===== src/rtl/sthc_pkg.sv =====
// ----------------------------------------------------------------------------
// Temperature and humidity compensation package
// Shared types, register indexes, stage numbers and arithmetic constants.
// ----------------------------------------------------------------------------
package sthc_pkg;

   localparam int CSR_INDEX_W = 3;
   localparam int CSR_DATA_W  = 40;
   localparam int RAW_TEMP_W  = 20;
   localparam int RAW_HUM_W   = 16;
   localparam int TEMP_W      = 16;
   localparam int HUM_W       = 17;

   localparam logic [CSR_INDEX_W-1:0] REG_TEMP_CAL_ONE   = 3'd0;
   localparam logic [CSR_INDEX_W-1:0] REG_TEMP_CAL_TWO   = 3'd1;
   localparam logic [CSR_INDEX_W-1:0] REG_TEMP_CAL_THREE = 3'd2;
   localparam logic [CSR_INDEX_W-1:0] REG_HUM_CAL_ONE    = 3'd3;
   localparam logic [CSR_INDEX_W-1:0] REG_HUM_CAL_TWO    = 3'd4;
   localparam logic [CSR_INDEX_W-1:0] REG_HUM_CAL_BYTES  = 3'd5;

   // Pipeline stage numbers. Each divider by 100 occupies three stages.
   localparam int DIV_STAGES  = 3;
   localparam int ST_TC       = 4;
   localparam int ST_MUL_H    = 5;
   localparam int ST_DIV1     = 6;
   localparam int ST_V1       = ST_DIV1 + DIV_STAGES;
   localparam int ST_DIV2     = ST_V1 + 1;
   localparam int ST_MIX      = ST_DIV2 + DIV_STAGES;
   localparam int ST_V2       = ST_MIX + 1;
   localparam int ST_V3       = ST_V2 + 1;
   localparam int ST_SQ       = ST_V3 + 1;
   localparam int ST_V6       = ST_SQ + 1;
   localparam int ST_SUM      = ST_V6 + 1;
   localparam int ST_SCALE    = ST_SUM + 1;
   localparam int ST_OUT      = ST_SCALE + 1;
   localparam int NUM_STAGES  = ST_OUT + 1;

   // Reciprocal of 100: exact quotient for every 32-bit unsigned dividend.
   localparam logic [31:0] DIV100_MAGIC = 32'h51EB_851F;
   localparam int          DIV100_SHIFT = 37;
   localparam int          QUOT_W       = 26;

   localparam logic signed [31:0] TEMP_ROUND = 32'sd128;
   localparam logic signed [31:0] HUM_OFFSET = 32'sd16384;
   localparam logic signed [31:0] HUM_SCALE  = 32'sd1000;
   localparam logic signed [31:0] HUM_MAX    = 32'sd100000;

   typedef struct packed {
      logic [15:0] t1;
      logic [15:0] t2;
      logic [7:0]  t3;
      logic [11:0] h1;
      logic [11:0] h2;
      logic [7:0]  h3;
      logic [7:0]  h4;
      logic [7:0]  h5;
      logic [7:0]  h6;
      logic [7:0]  h7;
   } cal_type;

endpackage


===== src/rtl/sthc_temp.sv =====
// ----------------------------------------------------------------------------
// Temperature compensation stages
// Computes the compensated temperature over the first five pipeline stages
// and carries the raw humidity reading alongside.
// ----------------------------------------------------------------------------
module sthc_temp (
   input  logic                                 clock,
   input  logic [sthc_pkg::ST_TC:0]             load,
   input  sthc_pkg::cal_type                    cal,
   input  logic [sthc_pkg::RAW_TEMP_W-1:0]      raw_temperature,
   input  logic [sthc_pkg::RAW_HUM_W-1:0]       raw_humidity,
   output logic signed [sthc_pkg::TEMP_W-1:0]   tc,
   output logic [sthc_pkg::RAW_HUM_W-1:0]       hum_raw
);
   import sthc_pkg::*;

   logic signed [17:0]       a_in;
   logic signed [17:0]       a_ff;
   logic signed [16:0]       a_half;
   logic signed [31:0]       p1_in;
   logic signed [31:0]       p1_ff;
   logic signed [31:0]       sq_in;
   logic signed [31:0]       sq_ff;
   logic signed [20:0]       b_ff;
   logic signed [19:0]       sq_shr;
   logic signed [31:0]       t3_scaled;
   logic signed [31:0]       p2_in;
   logic signed [31:0]       p2_ff;
   logic signed [21:0]       fine_in;
   logic signed [21:0]       fine_ff;
   logic signed [31:0]       fine_x5;
   logic signed [TEMP_W-1:0] tc_ff;
   logic [RAW_HUM_W-1:0]     hraw_ff [0:ST_TC];

   always_comb begin
      a_in      = $signed({1'b0, raw_temperature[RAW_TEMP_W-1:3]})
                - $signed({1'b0, cal.t1, 1'b0});
      a_half    = a_ff[17:1];
      p1_in     = 32'(a_ff) * 32'($signed(cal.t2));
      sq_in     = 32'(a_half) * 32'(a_half);
      sq_shr    = sq_ff[31:12];
      t3_scaled = 32'($signed(cal.t3)) <<< 4;
      p2_in     = 32'(sq_shr) * t3_scaled;
      fine_in   = 22'(b_ff) + 22'($signed(p2_ff[31:14]));
      fine_x5   = 32'(fine_ff) + (32'(fine_ff) <<< 2) + TEMP_ROUND;
   end

   // The fine value stays within +/-1179648, so the result fits 16 bits signed.
   always_ff @(posedge clock) begin
      if (load[0]) begin
         a_ff       <= a_in;
         hraw_ff[0] <= raw_humidity;
      end
      if (load[1]) begin
         p1_ff <= p1_in;
         sq_ff <= sq_in;
      end
      if (load[2]) begin
         b_ff  <= p1_ff[31:11];
         p2_ff <= p2_in;
      end
      if (load[3]) begin
         fine_ff <= fine_in;
      end
      if (load[ST_TC]) begin
         tc_ff <= fine_x5[23:8];
      end
      for (int k = 1; k <= ST_TC; k++) begin
         if (load[k]) begin
            hraw_ff[k] <= hraw_ff[k-1];
         end
      end
   end

   assign tc      = tc_ff;
   assign hum_raw = hraw_ff[ST_TC];

endmodule


===== config.mk =====
export PLATFORM = sky130hd
export DESIGN_NAME = sthc_temp
export DESIGN_NICKNAME = d
export VERILOG_FILES = /design/src/rtl/sthc_pkg.sv /design/src/rtl/sthc_temp.sv
export SDC_FILE = /design/constraint.sdc
export NUM_CORES = 2
export LEC_CHECK = 0
export ABC_AREA = 1
export ABC_CLOCK_PERIOD_IN_PS = 6300
export BUFFER_PORTS_ARGS = -buffer_cell sky130_fd_sc_hd__buf_2
export CAP_MARGIN = 20
export CORE_UTILIZATION = 59
export CTS_CLUSTER_SIZE = 14
export DETAILED_ROUTE_END_ITERATION = 8
export PLACE_DENSITY = 0.8
export REMOVE_ABC_BUFFERS = 1
export SLEW_MARGIN = 20
export SYNTH_ARGS = -nofsm -noshare
export SYNTH_HDL_FRONTEND = slang
export SYNTH_SLANG_ARGS = --single-unit

===== constraint.sdc =====
create_clock -name clock -period 6.3 [get_ports clock]
set_input_delay 1.26 -clock clock [delete_from_list [all_inputs] [get_ports clock]]
set_output_delay 1.26 -clock clock [all_outputs]
set_load 0.1 [all_outputs]

==> results.yml <==
yosys:
  ys_warn_count: 0
  ys_types: 45
  synthCells: 4488
  seq_area_frac_synth_pct: 17.4
  synthXorXnorAreaFrac_pct: 2.37
  synth_edf_count: 216
  synthArstFlopShare_pct: 0
  avgSynthCellArea_sq_um: 8.31
  synth_top_family_by_area: "adder cells"
  synthAdderAreaFrac_pct: 45.0
  synth_mux_area_share_pct: 0
  synth-seq-cells: 216
  synth_compound_area_share_pct: 4.01
  synth_flop_cell: "edfxtp_1"
  netlist_area_sq_mm: 0.0373
  synthSimpleGateAreaFrac_pct: 16.5
clock_tree:
  root_buffer: "clkbuf_16"
  cts_tree: "built"
  clk_latency_ns: 0.53
  cts.path.max_buffers: 3
  clkTransAtPathRegs_ns: 0.07
  htreeDepth: 1
  cts_buffers: 25
  cts_num_sinks: 216
detailed_routing:
  postRouteAntennaNets: 0
  dr.pass1.iters: 6
  detail_route.wirelength_um: 87600
  vias: 28400
  drtIter0Drc: 1883
  drc_errors: 0
  via_per_inst: 5.15
  wl_per_cell_um: 15.9
place:
  gp_congestion: 0.966
  place_area_sq_mm: 0.0399
  port_buffers: 110
  dp_hpwl_um: 72900
sta:
  drv_slew: 0
  maxSlewHeadroom_pct: 32.7
  hold_viol_final: 0
  timing.fmax_ghz: 0.165
  setup_violations: 0
  period_share_pct: 96.2
  min_period_ns: 6.06
  clock_skew_ns: 0.0138
  worst_pin_slew_ns: 1.01
global_route:
  grt_max_degree: 58
  globalRouteMet2Util_pct: 51.3
  first_global_vias: 30200
  grt.busiest_layer: "met2"
  met3_usage_pct: 2.83
  antenna_found_initial: 1
  grt_pass1_wl_um: 147000
  gr-usage-met1_pct: 36.3
  grt.total_usage_pct: 28.8
  grt_overflow: 0
worst_setup_path:
  crit_type: "in2reg"
  crit_path_cell_trace: "buf_2 -> buf_4 -> nand2_1 -> fa_1 -> inv_1 -> fa_1 -> fa_1 -> fa_1 -> fa_1 -> inv_1 -> fa_1 -> inv_1 -> ha_1 -> a21oi_1 -> o21ai_0 -> a21oi_1 -> nor2_1 -> nor2_1 -> nand2_1 -> nand2_1 -> nand2_1"
  cp-end-kind: "register"
  arrival_ns: 6.33
  required_ns: 6.57
  critPathTopFamily: "adder cells"
  cp_slowest_cell: "fa_1"
  cpPeakStageDelay_ns: 0.59
  startpoint_type: "input port"
  cpMostUsedCell: "fa_1"
  cp_max_fo: 7
  critPathBufInv: 5
outcome:
  status: "finished clean"
floorplan:
  start_util_pct: 60.1
  num_rows: 91
  die_w_um: 253
  ios: 178
  die_h_um: 253
  coreArea_sq_mm: 0.0621
  dieArea_sq_mm: 0.0642
cells_and_area:
  fin_area_sq_mm: 0.0409
  diodes: 0
  multi_input_area_sq_mm: 0.0253
  drive_above_1_share_pct: 8.54
  area_growth_pct: 9.58
  fillCellCount: 4967
  layout.area.seq_sq_mm: 0.00649
  fin_nets: 5762
job:
  cap_violations: 0
worst_hold_path:
  hp-class: "reg2reg"
-- what timing repair did --
| action | in CTS | in global routing |
|---|---|---|
| gates resized for setup | 0 | 2 |
| hold buffers | 0 | 0 |
| setup endpoints to repair | 0 | 12 |
| setup buffers | 0 | 4 |
-- path summary, 6_finish.rpt --
path,startpoint,end,slack [ns],depth (start not counted)
worst max-delay path,cal[79],p1_ff[29]$_DFFE_PP_,0.24,21
worst min-delay path,p1_ff[14]$_DFFE_PP_,b_ff[3]$_DFFE_PP_,0.42,0
worst max register to register,a_ff[17]$_DFFE_PP_,sq_ff[31]$_DFFE_PP_,0.33,25
worst min register to register,p1_ff[14]$_DFFE_PP_,b_ff[3]$_DFFE_PP_,0.42,0
-- registers in the layout, summed over array words and instances (netlist names) --
register and count:
p2_ff 18, sq_ff 20, p1_ff 21, fine_ff 22, a_ff 18, tc 16
hraw_ff 80, b_ff 21
-- worst reg2reg max path: stages, from the launching register on --
cell and delay (ns):
edfxtp_1 0.32, buf_4 0.19, inv_1 0.26, or2_2 0.38, xor2_1 0.15, ha_1 0.19, o21bai_1 0.19, fa_1 0.58
fa_1 0.44, fa_1 0.48, fa_1 0.49, inv_1 0.05, fa_1 0.47, inv_1 0.04, ha_1 0.35, a21oi_1 0.21
nand2_1 0.09, nand2_1 0.07, nand2_1 0.06, nand2_1 0.06, nand2_1 0.05, a21oi_1 0.13, buf_4 0.15, inv_1 0.04
nand2_1 0.05, nand2_1 0.16
-- cells in the mapped netlist, drive strengths merged (2+ instances only) --
| cell | n | area share [%] |
|---|---|---|
| o21bai | 16 | 0.33 |
| a21oi | 138 | 1.9 |
| a21boi | 5 | 0.10 |
| inv | 1300 | 13 |
| ha | 290 | 9.7 |
| nand3b | 11 | 0.22 |
| fa | 657 | 35 |
| o31ai | 3 | 0.060 |
| nand2 | 1074 | 11 |
| o211ai | 5 | 0.10 |
| nand2b | 3 | 0.050 |
| nand3 | 124 | 1.7 |
| buf | 35 | 0.57 |
| nand4 | 22 | 0.37 |
| a21o | 13 | 0.26 |
| edfxtp | 216 | 17 |
| xnor2 | 30 | 0.70 |
| o21ai | 73 | 1.0 |
| xor2 | 71 | 1.7 |
| nor2 | 205 | 2.1 |
| nor3 | 36 | 0.55 |
| nor4 | 4 | 0.10 |
| or2 | 29 | 0.49 |
| clkbuf | 112 | 1.1 |
| o21a | 7 | 0.14 |
| a31o | 2 | 0.047 |
| a31oi | 5 | 0.084 |
-- metrics by stage --
stage               worst slack (ns)  utilization (%)  hold WS, ns  TNS [ns]  std cells
finish                         0.240             65.9        0.415         0       5523
global route                -0.00743             65.9        0.419  -0.00743       5523
CTS                            0.188             65.7        0.417         0       5519
detailed placement            -0.241             64.3        0.405     -3.01       5475
global placement              -0.148             64.3        0.400     -1.77       5475
floorplan                      0.192                -        0.400         0       4341
-- per-layer routing --
| metal | vias up | wire (um) |
|---|---|---|
| met1 | 13800 | 34600 |
| met5 | - | 0 |
| met4 | 0 | 3410 |
| met2 | 961 | 44100 |
| met3 | 212 | 5510 |
| li1 | 13500 | - |
-- placed cells by master (no fill, tap or decap), types with 21 or more instances in the layout --
cell type	Yosys	final
edfxtp_1	216	216
xnor2_1	30	30
ha_1	290	290
buf_12	0	21
nand3_1	122	122
nor3_1	32	32
nor2_1	204	204
fa_1	657	657
o21ai_0	66	65
nand2_1	1063	1063
xor2_1	71	71
buf_4	20	170
or2_2	27	27
nand4_1	22	22
clkbuf_16	0	25
buf_2	4	109
a21oi_1	137	137
inv_1	1298	1298
-- layout make-up --
type	instances	area share [%]
clock buffers	25	1.53
clock inverters	19	0.692
inverters	1300	11.9
multi-input cells	2825	61.9
flip-flops and latches	216	15.9
well taps	837	2.56
repair buffers	301	5.50
-- kinds of logic after synthesis --
group | Yosys count
flip-flops | 216
XOR/XNOR | 101
AND/OR/NAND/NOR | 1510
adder cells (fa/ha/maj) | 947
AO/OA/AOI/OAI | 267
buffers and inverters | 1447
Power is left out: the tool's default activity adds up to more than one toggle a clock period on the data nets, which glitch-free logic cannot reach.
